**src/rtl/assert_macros.svh**
```systemverilog
// Assertion macros used by the blur RTL.
`ifndef ASSERT_MACROS_SVH
`define ASSERT_MACROS_SVH
`ifndef NO_ASSERTIONS
`define BB3_ASSERT_IMPL(label, clk, rst_n, ante, cons) \
    label: assert property (@(posedge clk) disable iff (!rst_n) (ante) |-> (cons)) \
        else $error("assertion failed");
`define BB3_ASSERT_NEXT(label, clk, rst_n, ante, cons) \
    label: assert property (@(posedge clk) disable iff (!rst_n) (ante) |=> (cons)) \
        else $error("assertion failed");
`else
`define BB3_ASSERT_IMPL(label, clk, rst_n, ante, cons)
`define BB3_ASSERT_NEXT(label, clk, rst_n, ante, cons)
`endif
`endif

```
**src/rtl/bb3_pkg.sv**
```systemverilog
// Shared types and constants of the 3x3 box blur.
package bb3_pkg;

    localparam int CFG_IDX_W  = 8;
    localparam int CFG_DATA_W = 13;
    localparam int COORD_W    = 12;

    localparam logic [CFG_IDX_W-1:0] REG_IMAGE_WIDTH  = 8'd0;
    localparam logic [CFG_IDX_W-1:0] REG_IMAGE_HEIGHT = 8'd1;

    localparam logic [CFG_DATA_W-1:0] HEIGHT_LIMIT = 13'd4096;

    typedef enum logic [1:0] {
        F_IDLE,
        F_UPD,
        F_HOLD
    } bb3_fstate_t;

    typedef struct packed {
        logic [3:0]         slots;
        logic [2:0]         row_ok;
        logic [2:0]         col_ok;
        logic [COORD_W-1:0] row;
        logic [COORD_W-1:0] col;
    } bb3_ctrl_t;

endpackage

```
**src/rtl/bb3_back.sv**
```systemverilog
// Back part: sums each window region, divides by the neighbor count, drives results.
module bb3_back #(
    parameter int CHANNEL_BITS = 8
) (
    input  logic                          clk,
    input  logic                          rst_n,
    input  logic                          q_empty,
    input  bb3_pkg::bb3_ctrl_t            q_ctrl,
    input  logic [9*3*CHANNEL_BITS-1:0]   q_win,
    output logic                          q_pop,
    output logic                          out_valid,
    input  logic                          out_ready,
    output logic [CHANNEL_BITS-1:0]       red_out,
    output logic [CHANNEL_BITS-1:0]       green_out,
    output logic [CHANNEL_BITS-1:0]       blue_out,
    output logic [bb3_pkg::COORD_W-1:0]   out_row,
    output logic [bb3_pkg::COORD_W-1:0]   out_column,
    output logic                          last_of_run,
    output logic                          last_of_frame
);

    localparam int CB = CHANNEL_BITS;
    localparam int PW = 3 * CB;
    localparam int SB = CB + 4;
    localparam logic [SB-1:0] M1 = SB'((1 << SB) - 1);
    localparam logic [SB-1:0] M2 = SB'(1 << (SB - 1));
    localparam logic [SB-1:0] M3 = SB'(((1 << SB) - 1) / 3);
    localparam logic [SB-1:0] M4 = SB'(1 << (SB - 2));
    localparam logic [SB-1:0] M6 = SB'(((1 << SB) - 1) / 6);
    localparam logic [SB-1:0] M9 = SB'(((1 << SB) - 1) / 9);

    logic                        en;
    logic [3:0]                  done_reg;
    logic [3:0]                  done_next;
    logic [3:0]                  remaining;
    logic [1:0]                  sel;
    logic                        issue;
    logic                        is_last;
    logic [2:0]                  rr;
    logic [2:0]                  cc;
    logic [8:0]                  mask;
    logic [SB-1:0]               sum_c [3];
    logic [SB-1:0]               recip;

    logic                        a_v_reg;
    logic [SB-1:0]               a_sum_reg [3];
    logic [3:0]                  a_cnt_reg;
    logic [bb3_pkg::COORD_W-1:0] a_row_reg;
    logic [bb3_pkg::COORD_W-1:0] a_col_reg;
    logic                        a_lor_reg;
    logic                        a_lof_reg;

    logic                        b_v_reg;
    logic [2*SB-1:0]             b_prod_reg [3];
    logic [SB-1:0]               b_sum_reg [3];
    logic [3:0]                  b_cnt_reg;
    logic [bb3_pkg::COORD_W-1:0] b_row_reg;
    logic [bb3_pkg::COORD_W-1:0] b_col_reg;
    logic                        b_lor_reg;
    logic                        b_lof_reg;

    logic                        o_v_reg;
    logic [CB-1:0]               o_ch_reg [3];
    logic [bb3_pkg::COORD_W-1:0] o_row_reg;
    logic [bb3_pkg::COORD_W-1:0] o_col_reg;
    logic                        o_lor_reg;
    logic                        o_lof_reg;
    logic [CB-1:0]               quo [3];

    assign en = !o_v_reg || out_ready;

    always_comb
    begin
        remaining = q_ctrl.slots & ~done_reg;
        priority if (remaining[0])
        begin
            sel = 2'd0;
        end
        else if (remaining[1])
        begin
            sel = 2'd1;
        end
        else if (remaining[2])
        begin
            sel = 2'd2;
        end
        else
        begin
            sel = 2'd3;
        end
        issue   = en && !q_empty;
        is_last = ((remaining & ~(4'd1 << sel)) == 4'd0);
        q_pop   = issue && is_last;
        done_next = done_reg;
        if (issue)
        begin
            done_next = is_last ? 4'd0 : (done_reg | (4'd1 << sel));
        end
        rr = sel[1] ? 3'b110 : 3'b111;
        cc = sel[0] ? 3'b110 : 3'b111;
        for (int i = 0; i < 3; i++)
        begin
            for (int j = 0; j < 3; j++)
            begin
                mask[i*3 + j] = rr[i] & cc[j] & q_ctrl.row_ok[i] & q_ctrl.col_ok[j];
            end
        end
        for (int ch = 0; ch < 3; ch++)
        begin
            sum_c[ch] = '0;
            for (int k = 0; k < 9; k++)
            begin
                if (mask[k])
                begin
                    sum_c[ch] = sum_c[ch] + SB'(q_win[k*PW + (2 - ch)*CB +: CB]);
                end
            end
        end
    end

    always_comb
    begin
        unique case (a_cnt_reg)
            4'd1:    recip = M1;
            4'd2:    recip = M2;
            4'd3:    recip = M3;
            4'd4:    recip = M4;
            4'd6:    recip = M6;
            4'd9:    recip = M9;
            default: recip = M1;
        endcase
    end

    always_comb
    begin
        logic [SB-1:0] q0;
        logic [SB-1:0] rem;
        for (int ch = 0; ch < 3; ch++)
        begin
            q0  = b_prod_reg[ch][2*SB-1:SB];
            rem = b_sum_reg[ch] - SB'(q0 * b_cnt_reg);
            if (rem >= SB'(b_cnt_reg))
            begin
                q0 = q0 + SB'(1);
            end
            quo[ch] = CB'(q0);
        end
    end

    always_ff @(posedge clk or negedge rst_n)
    begin
        if (!rst_n)
        begin
            done_reg <= 4'd0;
            a_v_reg  <= 1'b0;
            b_v_reg  <= 1'b0;
            o_v_reg  <= 1'b0;
        end
        else
        begin
            done_reg <= done_next;
            if (en)
            begin
                a_v_reg <= issue;
                b_v_reg <= a_v_reg;
                o_v_reg <= b_v_reg;
            end
        end
    end

    always_ff @(posedge clk)
    begin
        if (en)
        begin
            for (int ch = 0; ch < 3; ch++)
            begin
                a_sum_reg[ch]  <= sum_c[ch];
                b_prod_reg[ch] <= a_sum_reg[ch] * recip;
                b_sum_reg[ch]  <= a_sum_reg[ch];
                o_ch_reg[ch]   <= quo[ch];
            end
            a_cnt_reg <= 4'($countones(mask));
            a_row_reg <= q_ctrl.row - (sel[1] ? 12'd0 : 12'd1);
            a_col_reg <= q_ctrl.col - (sel[0] ? 12'd0 : 12'd1);
            a_lor_reg <= is_last;
            a_lof_reg <= (sel == 2'd3);
            b_cnt_reg <= a_cnt_reg;
            b_row_reg <= a_row_reg;
            b_col_reg <= a_col_reg;
            b_lor_reg <= a_lor_reg;
            b_lof_reg <= a_lof_reg;
            o_row_reg <= b_row_reg;
            o_col_reg <= b_col_reg;
            o_lor_reg <= b_lor_reg;
            o_lof_reg <= b_lof_reg;
        end
    end

    assign out_valid     = o_v_reg;
    assign red_out       = o_ch_reg[0];
    assign green_out     = o_ch_reg[1];
    assign blue_out      = o_ch_reg[2];
    assign out_row       = o_row_reg;
    assign out_column    = o_col_reg;
    assign last_of_run   = o_lor_reg;
    assign last_of_frame = o_lof_reg;

endmodule

```
**config.mk**
```make
export PLATFORM = sky130hd
export DESIGN_NAME = bb3_back
export DESIGN_NICKNAME = d
export VERILOG_FILES = /design/src/rtl/assert_macros.svh /design/src/rtl/bb3_pkg.sv /design/src/rtl/bb3_back.sv
export SDC_FILE = /design/constraint.sdc
export NUM_CORES = 2
export LEC_CHECK = 0
export BUFFER_PORTS_ARGS = -buffer_cell sky130_fd_sc_hd__buf_2
export CAP_MARGIN = 10
export CORE_AREA = 2 2 244 246
export CTS_BUF_LIST = sky130_fd_sc_hd__clkbuf_8
export CTS_CLUSTER_DIAMETER = 150
export CTS_CLUSTER_SIZE = 24
export DETAILED_ROUTE_END_ITERATION = 12
export DIE_AREA = 0 0 246 248
export GPL_TIMING_DRIVEN = 1
export HOLD_SLACK_MARGIN = 0.1
export PLACE_DENSITY = 0.91
export SKIP_LAST_GASP = 1
export SYNTH_ARGS = -nofsm -noshare
export SYNTH_HDL_FRONTEND = slang
export SYNTH_SLANG_ARGS = --single-unit
```
**constraint.sdc**
```tcl
create_clock -name clk -period 20.6 [get_ports clk]
set_clock_uncertainty 0.1 [all_clocks]
set_input_delay 5.15 -clock clk [delete_from_list [all_inputs] [get_ports clk]]
set_output_delay 5.15 -clock clk [all_outputs]
set_load 0.02 [all_outputs]
```
After elaboration in Yosys (flattened, before gate mapping)

Memories as Yosys holds them, arrays and structs flattened.
Index checks and enable logic that the tools add are counted.

Register bits after elaboration: 93
Bits in writable memories: 168
Input bits: 254
Output and inout bits: 52
Word-level logic and storage cells: 157
Memories: 4

Add/sub/neg operators: 40
Multiply operators: 6
$lt $le $gt $ge: 3
Equality and inequality tests: 6
Shift-type cells: 1
Multiplexer cells: 41
Bitwise operators: 32
Reduce and logical (&&, ||, !) cells: 6

Memories:

| name       | words | width | rd ports | clocked after Yosys merged registers in | wr ports | RTL line       | text |
|---|---|---|---|---|---|---|---|
| b_prod_reg | 3     | 24    | 3        | 0                                       | 3        | bb3_back.sv:54 | `logic [2*SB-1:0] b_prod_reg [3];` |
| a_sum_reg  | 3     | 12    | 3        | 0                                       | 3        | bb3_back.sv:46 | `logic [SB-1:0] a_sum_reg [3];` |
| b_sum_reg  | 3     | 12    | 3        | 0                                       | 3        | bb3_back.sv:55 | `logic [SB-1:0] b_sum_reg [3];` |
| o_ch_reg   | 3     | 8     | 3        | 0                                       | 3        | bb3_back.sv:63 | `logic [CB-1:0] o_ch_reg [3];` |

Operators with widths:

| operator                                                               | number |
|---|---|
| 12-bit by 8-bit adder with 12-bit output                               | 24 |
| 12-bit two-way mux                                                     | 24 |
| 12-bit by 12-bit multiplier with 24-bit output                         | 3 |
| 12-bit case mux with 5 select lines                                    | 1 |
| 8-bit two-way mux                                                      | 6 |
| 12-bit by 4-bit greater-or-equal comparator with 1-bit output          | 3 |
| 12-bit by 4-bit multiplier with 12-bit output                          | 3 |
| 12-bit subtractor                                                      | 3 |
| 8-bit by 1-bit adder with 8-bit output (second input constant)         | 3 |
| 12-bit by 1-bit subtractor with 12-bit output                          | 2 |
| 1-bit bitwise AND                                                      | 19 |
| 1-bit by 1-bit adder with 2-bit output                                 | 4 |
| 4-bit bitwise AND                                                      | 2 |
| 4-bit by 2-bit equality test with 1-bit output (second input constant) | 2 |
| 4-bit by 3-bit equality test with 1-bit output (second input constant) | 2 |
| 4-bit inverter                                                         | 2 |
| 1-bit two-way mux                                                      | 7 |
| 2-bit by 2-bit adder with 3-bit output                                 | 2 |
| 3-bit by 3-bit adder with 4-bit output                                 | 1 |
| 4-bit by 1-bit adder with 4-bit output                                 | 1 |
| 1-bit bitwise AND (both inputs constant)                               | 4 |
| 4-bit equality test (second input constant)                            | 1 |
| 4-bit zero test                                                        | 1 |
| 2-bit two-way mux                                                      | 2 |
| 9 further kinds                                                        | 13 |

Depth between registers and ports, before layout

Depth in word-level cells: 26
Gate-level depth with buffers: 56
Mapped depth without buffers: 55

Worst setup path before layout

OpenSTA, ideal clock, no wires.

Path kind: input -> register
Start point: input port q_ctrl[30] in the netlist's numbering
End point: memory a_sum_reg[0][11] in the netlist's numbering, data pin
Library setup time: 0.258 ns
Arrival: 13.455 ns
Required time: 20.242 ns
Path slack: 6.787 ns
Stages: 50
Buffers on the path: 2
Path through: and2b_1 and3_1 clkbuf_1 clkbuf_1 and2_1 inv_1 fa_1 o21ai_0 ha_1 a21o_1 a21oi_1 xnor2_1 mux2_2 ha_1 o21a_1 o31a_1 a21oi_1 nor2_1 [14 not listed] o21a_1 o31a_1 a211oi_1 a21o_1 ha_1 o21a_1 o21a_1 o21a_1 or3_1 nand2_1 ha_1 o21a_1 o21a_1 o21ai_0 nor2_2 o21ai_1 a21o_1 xnor2_1

RTL lines:

| what            | RTL line       | text |
|---|---|---|
| start, declared | bb3_back.sv:8  | `input bb3_pkg::bb3_ctrl_t q_ctrl,` |
| end, declared   | bb3_back.sv:46 |  |

==> metrics.md <==
| Metric | Value |
|---|---|
| Worst-Margin Slew | `1110 ps` |
| Worst Path Buf+Inv | `3` |
| Proportion of layout cells with a drive suffix above 1 | `11.6%` |
| Grt ovf | `0` |
| Simple-gate area share of the yosys netlist | `14.2%` |
| Fillcell total | `4423` |
| Post-synth top flop | `edfxtp_1` |
| Slowest CP cell | `fa_1` |
| Vias/cell | `5.95` |
| Core Region | `58500 µm²` |
| Crit-path max FO | `31` |
| Share of the synthesized area in the top cell type | `21.5%` |
| Post-DRT Antenna Nets | `0` |
| Initial antenna violation count | `31` |
| First-pass GRT wire length | `145000 µm` |
| Worst hold start | `a_col_reg[0]` |
| R2R depth | `46` |
| Rows | `89` |
| Hold depth | `0` |
| Wire per inst | `19.1 µm` |
| Postcts setup bufs | `0` |
| Pins over their slew limit | `0` |
| Largest family of logic cells by synthesized area | `adder cells` |
| Crit path kind | `in -> reg` |
| Die Area | `61000 µm²` |
| Initial DRT Pass Iterations | `6` |
| Die height | `248 µm` |
| Area leader, netlist | `fa_1` |
| Type of destination of the critical path | `flip-flop` |
| Startpoint class of the critical path | `primary input` |
| XOR/XNOR Fraction of Synth Area | `6.59%` |
| CTS Hold Bufs | `0` |
| Resize count post-CTS | `0` |
| Run status | `finished, final reports clean` |
| Distinct cells, synth | `93` |
| Top Family by Delay on Critical Path | `compound AO/OA/AOI/OAI gates` |
| Register area share after synthesis | `19.3%` |
| Clk pin slew, worst setup/hold paths | `150 ps` |
| CTS tree | `built` |
| CP startpoint | `q_ctrl[30]` |
| Via count | `28.3k` |
| IO Pins | `306` |
| Setup slack, reg-to-reg | `10160 ps` |
| Final setup violation count | `0` |
| Post-synthesis mux area share | `2.70%` |
| Worst path most repeated cell | `ha_1` |
| DRC Markers | `0` |
| Max-cap violations | `0` |
| F_max | `0.0683 GHz` |
| CP required | `20830 ps` |
| Slew HR | `25.7%` |
| Unrepaired setup endpoints after global routing | `false` |
| Period utilization | `71.1%` |
| Critical path depth | `47` |
| Final Critical Period | `14640 ps` |
| Arr. time, crit path | `14870 ps` |
| Adder-Cell Fraction of Synth Area | `37.1%` |
| Post-synthesis cell count | `3711` |
| Area grow syn2layout | `7.44%` |
| Largest cells by area after synthesis | `fa_1 (21%), edfxtp_1 (19%), ha_1 (16%)` |
| Yosys warns | `0` |
| Reg2reg end | `a_sum_reg[0][11]` |
| Clock buffer depth | `3` |
| Largest net degree at the start of global routing | `159` |
| Initial DRC count | `1913` |
| Async set-reset flop share out of synthesis | `3.11%` |
| Initial core utilization | `59.6%` |
| CTS sink count | `225` |
| Worst skew pair latency | `570 ps` |
| Final RePlAce weighted congestion | `1.01` |
| Setup crit end | `a_sum_reg[0][11]` |
| Final WL | `91100 µm` |
| Clock root cell | `clkbuf_8` |
| Vias in the first global route | `28.9k` |
| Critical R2R Launch | `done_reg[0]` |
| All-Layer GR Usage | `29.9%` |
| EDFF count, synth | `218` |
| Layout net count | `5024` |
| Compound-Gate Fraction of Synth Area | `13.5%` |
| Synth Cell Area | `34800 µm²` |
| Htree depth | `1` |
| Setup TNS | `0 ps` |
| Hold Crit Class | `reg -> reg` |
| Slowest stage delay, CP | `410 ps` |
| Final hold vios | `0` |
| Cts bufs inserted | `13` |
| Hpwl dp | `75900 µm` |
| Die W | `246 µm` |
| Register bit count reported by yosys | `225` |
| Syn nets | `4771` |
| IO Port Bufs | `305` |
| Syn avg cell area | `9.38 µm²` |
==> stage by stage <==
stage	hold WS, ps	std cells	utilization, %	setup WS [ps]	instance area, µm²
detailed placement	305	4722	63.6	5540	37200
floorplan	300	3711	-	6790	34800
global placement	300	4722	63.6	5950	37200
CTS	299	4741	63.9	6130	37400
finish	288	4757	64.0	5960	37400
global route	301	4748	64.0	5390	37400
==> per-layer routing <==
metal / vias up / global-route usage (%) / wire [µm]
met5: - / 0 / 260
met4: 38 / 14.7 / 4530
met3: 312 / 6.33 / 7680
met2: 1247 / 52.3 / 45000
met1: 13600 / 34.7 / 33600
li1: 13100 / - / -
==> synth_stat cells (15+ instances only) <==
cell	n
o21ai_0	142
o21a_1	80
edfxtp_1	218
o21ai_1	21
mux2_2	58
nand2_1	332
o211ai_1	15
a21o_1	71
a21oi_1	178
nor2_1	225
xnor2_1	155
fa_1	374
nor3_1	81
and2_1	140
inv_1	511
clkbuf_1	66
a31oi_1	18
mux2i_1	25
xor2_1	76
o21bai_1	28
nor2b_1	91
ha_1	432
nand3_1	37
nand2b_1	33
o31a_1	25
a211oi_1	28
==> placed cells by master, fill, tap and decap left out, types with 58 or more instances in the layout <==
cell type | synthesis | layout
nand2_1 | 332 | 332
fa_1 | 374 | 374
inv_1 | 511 | 514
nor3_1 | 81 | 81
nor2b_1 | 91 | 91
a21o_1 | 71 | 71
xnor2_1 | 155 | 155
nor2_1 | 225 | 224
o21ai_0 | 142 | 142
ha_1 | 432 | 432
and2_1 | 140 | 140
edfxtp_1 | 218 | 218
o21a_1 | 80 | 80
mux2_2 | 58 | 58
buf_2 | 8 | 305
a21oi_1 | 178 | 176
xor2_1 | 76 | 76
==> layout make-up <==
cell class	instances	area, µm²	area share [%]
inverter	518	1950	5.22
tap	773	967	2.58
clock buffer	13	179	0.478
antenna	16	40.0	0.107
timing repair buffer	323	1660	4.44
sequential	225	6720	18.0
multi-input combinational	2883	25900	69.1
clock inverter	6	38.8	0.104
==> cells by family (layout without fill, tap and decap cells) <==
family,count (synthesis),after routing
xor+xnor,247,247
flops,225,225
buf+inv,603,860
fa+ha+maj,809,809
mux,86,86
other cells,0,16
compound gates,714,714
simple gates,1027,1027
==> how the worst min path moves through the flow <==
stage / slack, ps / endpoint
after floorplan: 300 / b_col_reg[0]
after global placement: 300 / out_row[3]
after detailed placement: 300 / b_col_reg[11]
after CTS: 300 / b_col_reg[0]
after global routing: 300 / b_col_reg[0]
final: 290 / b_col_reg[0]
Power is left out: the tool's default activity adds up to more than one toggle a clock period on the data nets, which glitch-free logic cannot reach.
