[config.mk]
export PLATFORM = sky130hd
export DESIGN_NAME = bb3_fifo
export DESIGN_NICKNAME = d
export VERILOG_FILES = /design/src/rtl/assert_macros.svh /design/src/rtl/bb3_fifo.sv
export SDC_FILE = /design/constraint.sdc
export NUM_CORES = 1
export LEC_CHECK = 0
export ABC_CLOCK_PERIOD_IN_PS = 1700
export BUFFER_PORTS_ARGS = -buffer_cell sky130_fd_sc_hd__buf_2
export CAP_MARGIN = 10
export CORE_MARGIN = 2
export CORE_UTILIZATION = 49
export DETAILED_ROUTE_END_ITERATION = 12
export PLACE_DENSITY_LB_ADDON = 0.2
export SLEW_MARGIN = 15
export SYNTH_ARGS = -nofsm -noshare
export SYNTH_HDL_FRONTEND = slang
export SYNTH_SLANG_ARGS = --single-unit
[constraint.sdc]
create_clock -name clk -period 1.7 [get_ports clk]
set_input_delay 0.425 -clock clk [delete_from_list [all_inputs] [get_ports clk]]
set_output_delay 0.425 -clock clk [all_outputs]
set_load 0.1 [all_outputs]
[src/rtl/assert_macros.svh]
// Assertion macros used by the blur RTL.
`ifndef ASSERT_MACROS_SVH
`define ASSERT_MACROS_SVH
`ifndef NO_ASSERTIONS
`define BB3_ASSERT_IMPL(label, clk, rst_n, ante, cons) \
    label: assert property (@(posedge clk) disable iff (!rst_n) (ante) |-> (cons)) \
        else $error("assertion failed");
`define BB3_ASSERT_NEXT(label, clk, rst_n, ante, cons) \
    label: assert property (@(posedge clk) disable iff (!rst_n) (ante) |=> (cons)) \
        else $error("assertion failed");
`else
`define BB3_ASSERT_IMPL(label, clk, rst_n, ante, cons)
`define BB3_ASSERT_NEXT(label, clk, rst_n, ante, cons)
`endif
`endif

[src/rtl/bb3_fifo.sv]
// Two-entry queue between the front and back parts of the blur.
module bb3_fifo #(
    parameter int DW = 8
) (
    input  logic          clk,
    input  logic          rst_n,
    input  logic          push,
    input  logic [DW-1:0] push_data,
    input  logic          pop,
    output logic [DW-1:0] head_data,
    output logic          empty,
    output logic          full
);

    logic [DW-1:0] mem_reg [2];
    logic          wr_ptr_reg;
    logic          wr_ptr_next;
    logic          rd_ptr_reg;
    logic          rd_ptr_next;
    logic [1:0]    cnt_reg;
    logic [1:0]    cnt_next;

    assign empty     = (cnt_reg == 2'd0);
    assign full      = (cnt_reg == 2'd2);
    assign head_data = mem_reg[rd_ptr_reg];

    always_comb
    begin
        wr_ptr_next = push ? ~wr_ptr_reg : wr_ptr_reg;
        rd_ptr_next = pop ? ~rd_ptr_reg : rd_ptr_reg;
        cnt_next    = cnt_reg + 2'(push) - 2'(pop);
    end

    always_ff @(posedge clk or negedge rst_n)
    begin
        if (!rst_n)
        begin
            wr_ptr_reg <= 1'b0;
            rd_ptr_reg <= 1'b0;
            cnt_reg    <= 2'd0;
        end
        else
        begin
            wr_ptr_reg <= wr_ptr_next;
            rd_ptr_reg <= rd_ptr_next;
            cnt_reg    <= cnt_next;
        end
    end

    always_ff @(posedge clk)
    begin
        if (push)
        begin
            mem_reg[wr_ptr_reg] <= push_data;
        end
    end

endmodule

# Word-level counts from Yosys, hierarchy flattened
# Memories as Yosys holds them, arrays and structs flattened.
# Index checks and enable logic that the tools add are counted.
totals:
  regBits: 4
  ramBits: 16
  elab_cells: 12
  mem_count: 1
mem_list:
  columns: ["memory", "words", "word_bits", "rd", "rd_ports_with_merged_regs", "write_ports", "line", "text"]
  rows:
  - ["mem_reg", 2, 8, 1, 0, 1, "bb3_fifo.sv:15", "logic [DW-1:0] mem_reg [2];"]
classes:
  n_addsub: 2
  n_eq_ne: 1
  n_mux: 2
  n_bitwise: 2
  reduce_logical: 1
op_table:
  columns: ["operator", "count"]
  rows:
  - ["$add A2 B1 Y2", 1]
  - ["$eq A2 B2 Y1 const B", 1]
  - ["$logic_not A2 Y1", 1]
  - ["$mux W1", 2]
  - ["$not A1 Y1", 2]
  - ["$sub A2 B1 Y2", 1]

# Longest topological paths before layout
# Gate-level depths: netlist of run 1.
logic_depth:
  depth_word: 2
  depth_mapped: 5
  mapped_depth_nobuf: 5

# Least setup slack after synthesis of run 1
# No wires, ideal clock.
synth_path:
  kind: "reg-to-output"
  start: "register cnt_reg[1]"
  end: "output full"
  arrival_ns: 1.722
  t_required_ns: 1.275
  path_slack_ns: -0.447
  path_stages_with_launch: 2
  path_buffers: 0
  cell_sequence: "dfrtp_1 nor2b_1"
synth_between:
  elab_chain_len: 1
synth_lines:
  columns: ["element", "line", "text"]
  rows:
  - ["start: declaration", "bb3_fifo.sv:20", "logic [1:0] cnt_reg;"]
  - ["start signal: assignment", "bb3_fifo.sv:46", "cnt_reg <= cnt_next;"]
  - ["$eq A2 B2 Y1", "bb3_fifo.sv:24", "assign full = (cnt_reg == 2'd2);"]
  - ["end: declaration", "bb3_fifo.sv:12", "output logic full"]
# No other way between the ends.

# Worst setup path in the final report of run 1
layout_path:
  start: "register rd_ptr_reg"
  end: "output head_data[5]"
layout_between:
  elab_chain_len: 1
layout_lines:
  columns: ["element", "line", "text"]
  rows:
  - ["start: declaration", "bb3_fifo.sv:18", "logic rd_ptr_reg;"]
  - ["start signal: assignment", "bb3_fifo.sv:45", "rd_ptr_reg <= rd_ptr_next;"]
  - ["$mem_v2 Z2 W8", null, null]
  - ["end: declaration", "bb3_fifo.sv:10", "output logic [DW-1:0] head_data,"]
# No other way between the ends.

==> impl_metrics.toml, run 1 <==
[floorplanning]
ios = 22
die-area_um2 = 1990
start_util_pct = 53.0
rows = 14
core_area_um2 = 1520
die_w_um = 44.6
die-height_um = 44.6

[synthesis]
synth_nets = 54
synthTopCellsByArea = "edfxtp_1 (59%), mux2_4 (15%), dfrtp_1 (12%)"
netlist_instances = 40
synth_area_um2 = 808
syn_avg_cell_area_um2 = 20.2
synth.top_cell.area_share_pct = 59.4
ys_ff_latch = 20
yosysWarnings = 0
ys_types = 11
yosysSeqAreaShare_pct = 71.8
synth_top_cell_by_area = "edfxtp_1"

[finish]
final_common_cell = "edfxtp_1"
nets = 84
largest_reg_flops = 16
area_delta_synth_final_pct = 39.5
diodes = 0
fillCellCount = 82
final_cell_mix = "edfxtp_1 (16), buf_2 (11), mux2_4 (8), buf_12 (8), clkbuf_4 (5)"
drive_above_1_share_pct = 56.5

[timing]
slew_viol_final = 0
max_slew_margin_pct = 74.4
hold_viol = 0
fin_crit_sh_pct = 104
clock_skew_ns = 0.00538
rsz0062_at_grt = "yes"
fmax_mhz = 568
period_minus_slack_ns = 1.76
setup_viol = 8
postLayoutSetupSlackWorst_ns = -0.0620
tightest_slew_ns = 0.384
whs_ns = 0.314

[global_routing]
overflow = 0
grt_pass1_vias = 389
grt_usage_pct = 12.4
grt_first_pass_wirelength_um = 1680
grt_antenna_before_repair = 0
grt_max_degree = 12

[detailed_routing]
routed_wl_um = 1070
drt-wirelength-per-cell_um = 12.6
ant_nets = 0
drc = 0
drt_iter0_drc = 8
first_pass_iters = 4
route.vias.total = 417
via_per_inst = 4.91

[setup_path]
crit_end = "head_data[5]"
rr_startpoint = "cnt_reg[0]$_DFF_PN0_"
path_max_fanout = 5
start_kind = "flip-flop"
crit_required_ns = 1.27
startpoint = "rd_ptr_reg$_DFFE_PN0P_"
rr_worst_depth = 5
arrival_ns = 1.34
r2r_slack_ns = 0.46
r2r-end = "cnt_reg[1]$_DFF_PN0_"
cp-end-kind = "output port"
critical_path_class = "reg -> out"

[placed_design]
post-dp-hpwl_um = 765
io_buffer_count = 21
gp_congestion = 0.651

[cts]
htreeDepth = 1
insertion_delay_ns = 0.29
cts_sinks = 20
clk_pin_slew_worst_paths_ns = 0.11
cts_buffer_depth = 2
cts_tree = "built"
clockRootBuffer = "clkbuf_4"
cts_buffers = 3

[flow_run]
drv_cap = 0

[status]
status = "finished with violations"
failed_checks = "setup timing"

[min_path]
min_path_type = "in -> reg"
area by class of cell:
class	count	area, um2	share of cell area (%)
Sequential cell	20	582	51.6
Timing Repair Buffer	26	278	24.6
Multi-Input combinational cell	17	214	19.0
Clock buffer	4	26.3	2.33
Tap cell	16	20.0	1.78
Inverter	2	7.51	0.666
worst min-delay path by stage:
stage                              endpoint  depth (start not counted)  slack (ns)         start
floorplan              cnt_reg[0]$_DFF_PN0_                          0        0.13         rst_n
detailed placement   wr_ptr_reg$_DFFE_PN0P_                          1        0.23         rst_n
global route        mem_reg[1][2]$_DFFE_PP_                          1        0.29  push_data[2]
global placement       cnt_reg[0]$_DFF_PN0_                          1        0.23         rst_n
CTS                 mem_reg[0][5]$_DFFE_PP_                          1        0.31  push_data[5]
finish              mem_reg[0][5]$_DFFE_PP_                          1        0.31  push_data[5]
Yosys cell counts:
cell type,n
edfxtp_1,16
mux2_4,8
dfrtp_1,4
ha_1,2
inv_1,2
nor2b_1,2
xor2_1,2
and2_1,1
buf_6,1
nor2_1,1
xor3_1,1
cells by family after synthesis:
| kind of cell | after synthesis | synth area share (%) |
|---|---|---|
| XOR/XNOR | 3 | 5.11 |
| adder cells (fa/ha/maj) | 2 | 3.10 |
| buffers and inverters | 3 | 2.32 |
| flip-flops | 20 | 71.8 |
| multiplexers | 8 | 14.9 |
| AND/OR/NAND/NOR | 4 | 2.79 |
critical path, cell delays in order (launching register included):
cell and delay (ns):
dfrtp_2 0.43, buf_6 0.14, mux2_4 0.31, buf_12 0.17
through the flow:
stage          setup WS, ns  TNS [ns]  util, %  instances  area (um2)
3_3_place_gp         0.0982         0     69.2         77        1050
2_1_floorplan        0.0552         0        -         40         813
4_1_cts             -0.0596    -0.413     73.6         85        1120
6_report            -0.0620    -0.445     74.0         85        1130
5_1_grt             -0.0992    -0.719     74.0         85        1130
3_5_place_dp         0.0872         0     69.2         77        1050
routing by layer:
metal  part of all wire (%)  vias to the layer above  GRT usage [%]
met4                   0.56                        0           5.45
met1                     43                      192           17.0
met5                      0                        -              0
met2                     51                       15           18.8
met3                    6.2                        2           2.86
li1                       -                      208              -
what timing repair did:
item                                   in CTS  in global routing
setup endpoints to repair                   8                 10
hold buffers                                1                  0
buffers inserted                            3                  0
pin swaps                                   0                  0
endpoints found under the hold margin       4                  0
gates resized for setup                     4                  2
Power of run 1 is not shown: default switching activity piles up to over one toggle a cycle in this logic, so the estimate is an artifact.
==> inputs of run 2 (changes only) <==
- CELL_PAD_IN_SITES_DETAIL_PLACEMENT: unset -> 0
- CELL_PAD_IN_SITES_GLOBAL_PLACEMENT: unset -> 1
- CORE_UTILIZATION: 49 -> 41
==> impl_metrics.toml, run 2 (synthesis gave the netlist of run 1 again) <==
[status]
failed_checks = "setup timing"
status = "finished with violations"

[setup_path]
start_kind = "flip-flop"
critical_path_class = "reg -> out"
cp-end-kind = "output port"
path_max_fanout = 5
crit_required_ns = 1.27
arrival_ns = 1.35

[detailed_routing]
routed_wl_um = 1060
first_pass_iters = 3
ant_nets = 0
drc = 0
route.vias.total = 426
via_per_inst = 4.44
drt_iter0_drc = 4
drt-wirelength-per-cell_um = 11.0

[timing]
period_minus_slack_ns = 1.77
clock_skew_ns = 0.00754
fin_crit_sh_pct = 104
slew_viol_final = 0
rsz0062_at_grt = "yes"
max_slew_margin_pct = 75.7
hold_viol = 0
tightest_slew_ns = 0.364
setup_viol = 8
postLayoutSetupSlackWorst_ns = -0.0715
fmax_mhz = 565

[finish]
fin_area_um2 = 1140
largest_reg_flops = 16
final_cell_mix = "edfxtp_1 (16), buf_2 (11), mux2_4 (8), buf_12 (8), clkbuf_4 (4)"
fillCellCount = 157
nets = 84
drive_above_1_share_pct = 56.5
diodes = 0
final_common_cell = "edfxtp_1"
area_delta_synth_final_pct = 41.2

[cts]
htreeDepth = 1
insertion_delay_ns = 0.29
cts_buffers = 3
clk_pin_slew_worst_paths_ns = 0.10
cts_sinks = 20
clockRootBuffer = "clkbuf_4"
cts_buffer_depth = 2
cts_tree = "built"

[floorplanning]
die_w_um = 48.4
start_util_pct = 42.5
core_area_um2 = 1900
ios = 22
die-height_um = 48.4
rows = 16
die-area_um2 = 2340

[global_routing]
grt_antenna_before_repair = 0
grt_pass1_vias = 447
grt_max_degree = 12
grt_usage_pct = 10.6
overflow = 0
grt_first_pass_wirelength_um = 1850

[placed_design]
io_buffer_count = 21
post-dp-hpwl_um = 787
dpl_cell_area_um2 = 1070
gp_congestion = 0.595

[min_path]
min_path_type = "in -> reg"

[flow_run]
drv_cap = 0
-- run 2: worst paths after layout --
check / start / to / slack (ns) / depth (start not counted)
hold / removal: push_data[3] / mem_reg[1][3]$_DFFE_PP_ / 0.31 / 1
max in group asynchronous: rst_n / rd_ptr_reg$_DFFE_PN0P_ / 1.12 / 2
min in group asynchronous: rst_n / wr_ptr_reg$_DFFE_PN0P_ / 0.46 / 2
setup / recovery: rd_ptr_reg$_DFFE_PN0P_ / head_data[3] / -0.07 / 3
setup reg to reg: cnt_reg[0]$_DFF_PN0_ / cnt_reg[1]$_DFF_PN0_ / 0.45 / 5
hold reg to reg: wr_ptr_reg$_DFFE_PN0P_ / wr_ptr_reg$_DFFE_PN0P_ / 0.49 / 1
-- run 2: worst max-delay path, cell delays in order, from the launching register on --
cell	delay (ns)
dfrtp_2	0.44
buf_6	0.14
mux2_4	0.31
buf_12	0.17
-- run 2: through the flow --
step / utilization, % / hold WS, ns / setup TNS, ns / std cells / worst slack [ns]
finish: 60.0 / 0.314 / -0.535 / 96 / -0.0715
global route: 60.0 / 0.299 / -0.839 / 96 / -0.111
CTS: 59.9 / 0.307 / -0.508 / 96 / -0.0724
detailed placement: 56.2 / 0.236 / 0 / 88 / 0.0902
global placement: 56.2 / 0.236 / 0 / 88 / 0.105
floorplan: - / 0.129 / 0 / 40 / 0.0552
-- run 2: layout make-up --
| type | count | area, um2 | area share [%] |
|---|---|---|---|
| Inverter | 2 | 7.51 | 0.658 |
| Tap cell | 27 | 33.8 | 2.96 |
| Clock inverter | 1 | 3.75 | 0.329 |
| Multi-Input combinational cell | 17 | 214 | 18.8 |
| Sequential cell | 20 | 582 | 51.0 |
| Timing Repair Buffer | 26 | 278 | 24.3 |
| Clock buffer | 3 | 22.5 | 1.97 |
-- run 2: per-layer routing --
metal / track usage, % / wire length (um)
met5: 0 / 0
met4: 7.14 / 5
met3: 2.47 / 63
met2: 19.7 / 572
met1: 10.4 / 418
-- run 2: what timing repair did --
action,CTS,global route
gates cloned,0,0
hold endpoints to repair,4,0
setup endpoints to repair,9,9
setup buffers,3,0
hold buffers,1,0
resized for setup,5,1
Power of run 2 is left out for the same reason.
==> inputs of run 3 (changes only) <==
- BUFFER_PORTS_ARGS: -buffer_cell sky130_fd_sc_hd__buf_2 -> unset
- CORE_ASPECT_RATIO: unset -> 1.2
- CORE_UTILIZATION: 41 -> 48
- DONT_BUFFER_PORTS: unset -> 1
==> impl_metrics.toml, run 3 (synthesis gave the netlist of run 1 again) <==
[global_routing]
grt_usage_pct = 10.4
grt_max_degree = 12
grt_first_pass_wirelength_um = 1540
grt_pass1_vias = 358
met3_usage_pct = 3.33
use_met1_pct = 9.82
grt_antenna_before_repair = 0
grt.met2_usage_pct = 19.5
top_usage_layer = "met2"
overflow = 0

[cts]
cts_buffers = 3
clk_pin_slew_worst_paths_ns = 0.09
clockRootBuffer = "clkbuf_4"
cts_buffer_depth = 2
insertion_delay_ns = 0.28
cts_tree = "built"
htreeDepth = 1
cts_sinks = 20

[finish]
fillCellCount = 140
final_cell_mix = "edfxtp_1 (16), mux2_4 (8), buf_4 (4)"
nets = 65
final_common_cell = "edfxtp_1"
area_delta_synth_final_pct = 13.2
largest_reg_flops = 16
diodes = 0
drive_above_1_share_pct = 40.0

[status]
failed_checks = "setup timing"
status = "finished with violations"

[timing]
period_minus_slack_ns = 1.71
fin_crit_sh_pct = 100
setup_viol = 5
slew_viol_final = 0
postLayoutSetupSlackWorst_ns = -0.00842
clock_skew_ns = 0.00211
fmax_mhz = 585
tightest_slew_ns = 0.357
rsz0062_at_grt = "yes"
max_slew_margin_pct = 76.2
hold_viol = 0

[floorplanning]
start_util_pct = 50.5
die_w_um = 41.5
rows = 16
die-height_um = 49.0
ios = 22
die-area_um2 = 2030
core_area_um2 = 1600

[setup_path]
critical_path_class = "reg -> out"
start_kind = "flip-flop"
arrival_ns = 1.28
crit_required_ns = 1.27
path_max_fanout = 5
cp-end-kind = "output port"

[placed_design]
io_buffer_count = 0
post-dp-hpwl_um = 738
dp_slack_ns = 0.136
gp_congestion = 0.575

[detailed_routing]
first_pass_iters = 1
routed_wl_um = 967
drt_iter0_drc = 0
route.vias.total = 350
ant_nets = 0
drc = 0
drt-wirelength-per-cell_um = 14.2
via_per_inst = 5.15

[min_path]
min_path_type = "in -> reg"

[flow_run]
drv_cap = 0
==> run 3: routing by layer <==
metal  part of all wire, %  wire (um)  vias up
met1                    32        312      172
met5                     0          0        -
met4                     0          0        0
met2                    61        592       10
met3                   6.4         62        0
li1                      -          -      168
==> run 3: critical path, stage by stage, from the launching register on <==
cell and delay (ns):
dfrtp_2 0.42, buf_6 0.14, mux2_4 0.44
==> run 3: area by class of cell <==
cell class,count,area [um2],area share (%)
repair buffers,7,62.6,6.84
clock inverters,1,3.75,0.410
well taps,18,22.5,2.46
multi-input cells,17,214,23.4
flip-flops and latches,20,582,63.6
inverters,2,7.51,0.821
clock buffers,3,22.5,2.46
==> run 3: worst paths after layout <==
check                                  startpoint                     end  slack (ns)  cells past startpoint
max                        rd_ptr_reg$_DFFE_PN0P_            head_data[0]      -0.008                      2
min                                           pop  rd_ptr_reg$_DFFE_PN0P_        0.22                      1
max reg2reg                  cnt_reg[0]$_DFF_PN0_    cnt_reg[1]$_DFF_PN0_        0.45                      5
min reg2reg                wr_ptr_reg$_DFFE_PN0P_  wr_ptr_reg$_DFFE_PN0P_        0.50                      1
max in group asynchronous                   rst_n  rd_ptr_reg$_DFFE_PN0P_        1.10                      1
min in group asynchronous                   rst_n    cnt_reg[0]$_DFF_PN0_        0.41                      1
==> run 3: what timing repair did <==
item	CTS	global route
pin swaps	0	0
resized for setup	1	4
setup endpoints to repair	8	8
hold buffers	1	0
hold endpoints to repair	4	0
buffers inserted	3	0
==> run 3: through the flow <==
stage / cell area, um2 / hold slack (ns) / util [%] / setup TNS [ns] / std cells
final: 915 / 0.219 / 57.1 / -0.0352 / 68
after global routing: 915 / 0.198 / 57.1 / -0.450 / 68
after CTS: 905 / 0.209 / 56.5 / -0.242 / 68
after detailed placement: 847 / 0.129 / 52.9 / 0 / 60
after global placement: 847 / 0.130 / 52.9 / 0 / 60
after floorplan: 813 / 0.129 / - / 0 / 40
Power of run 3 is left out for the same reason.
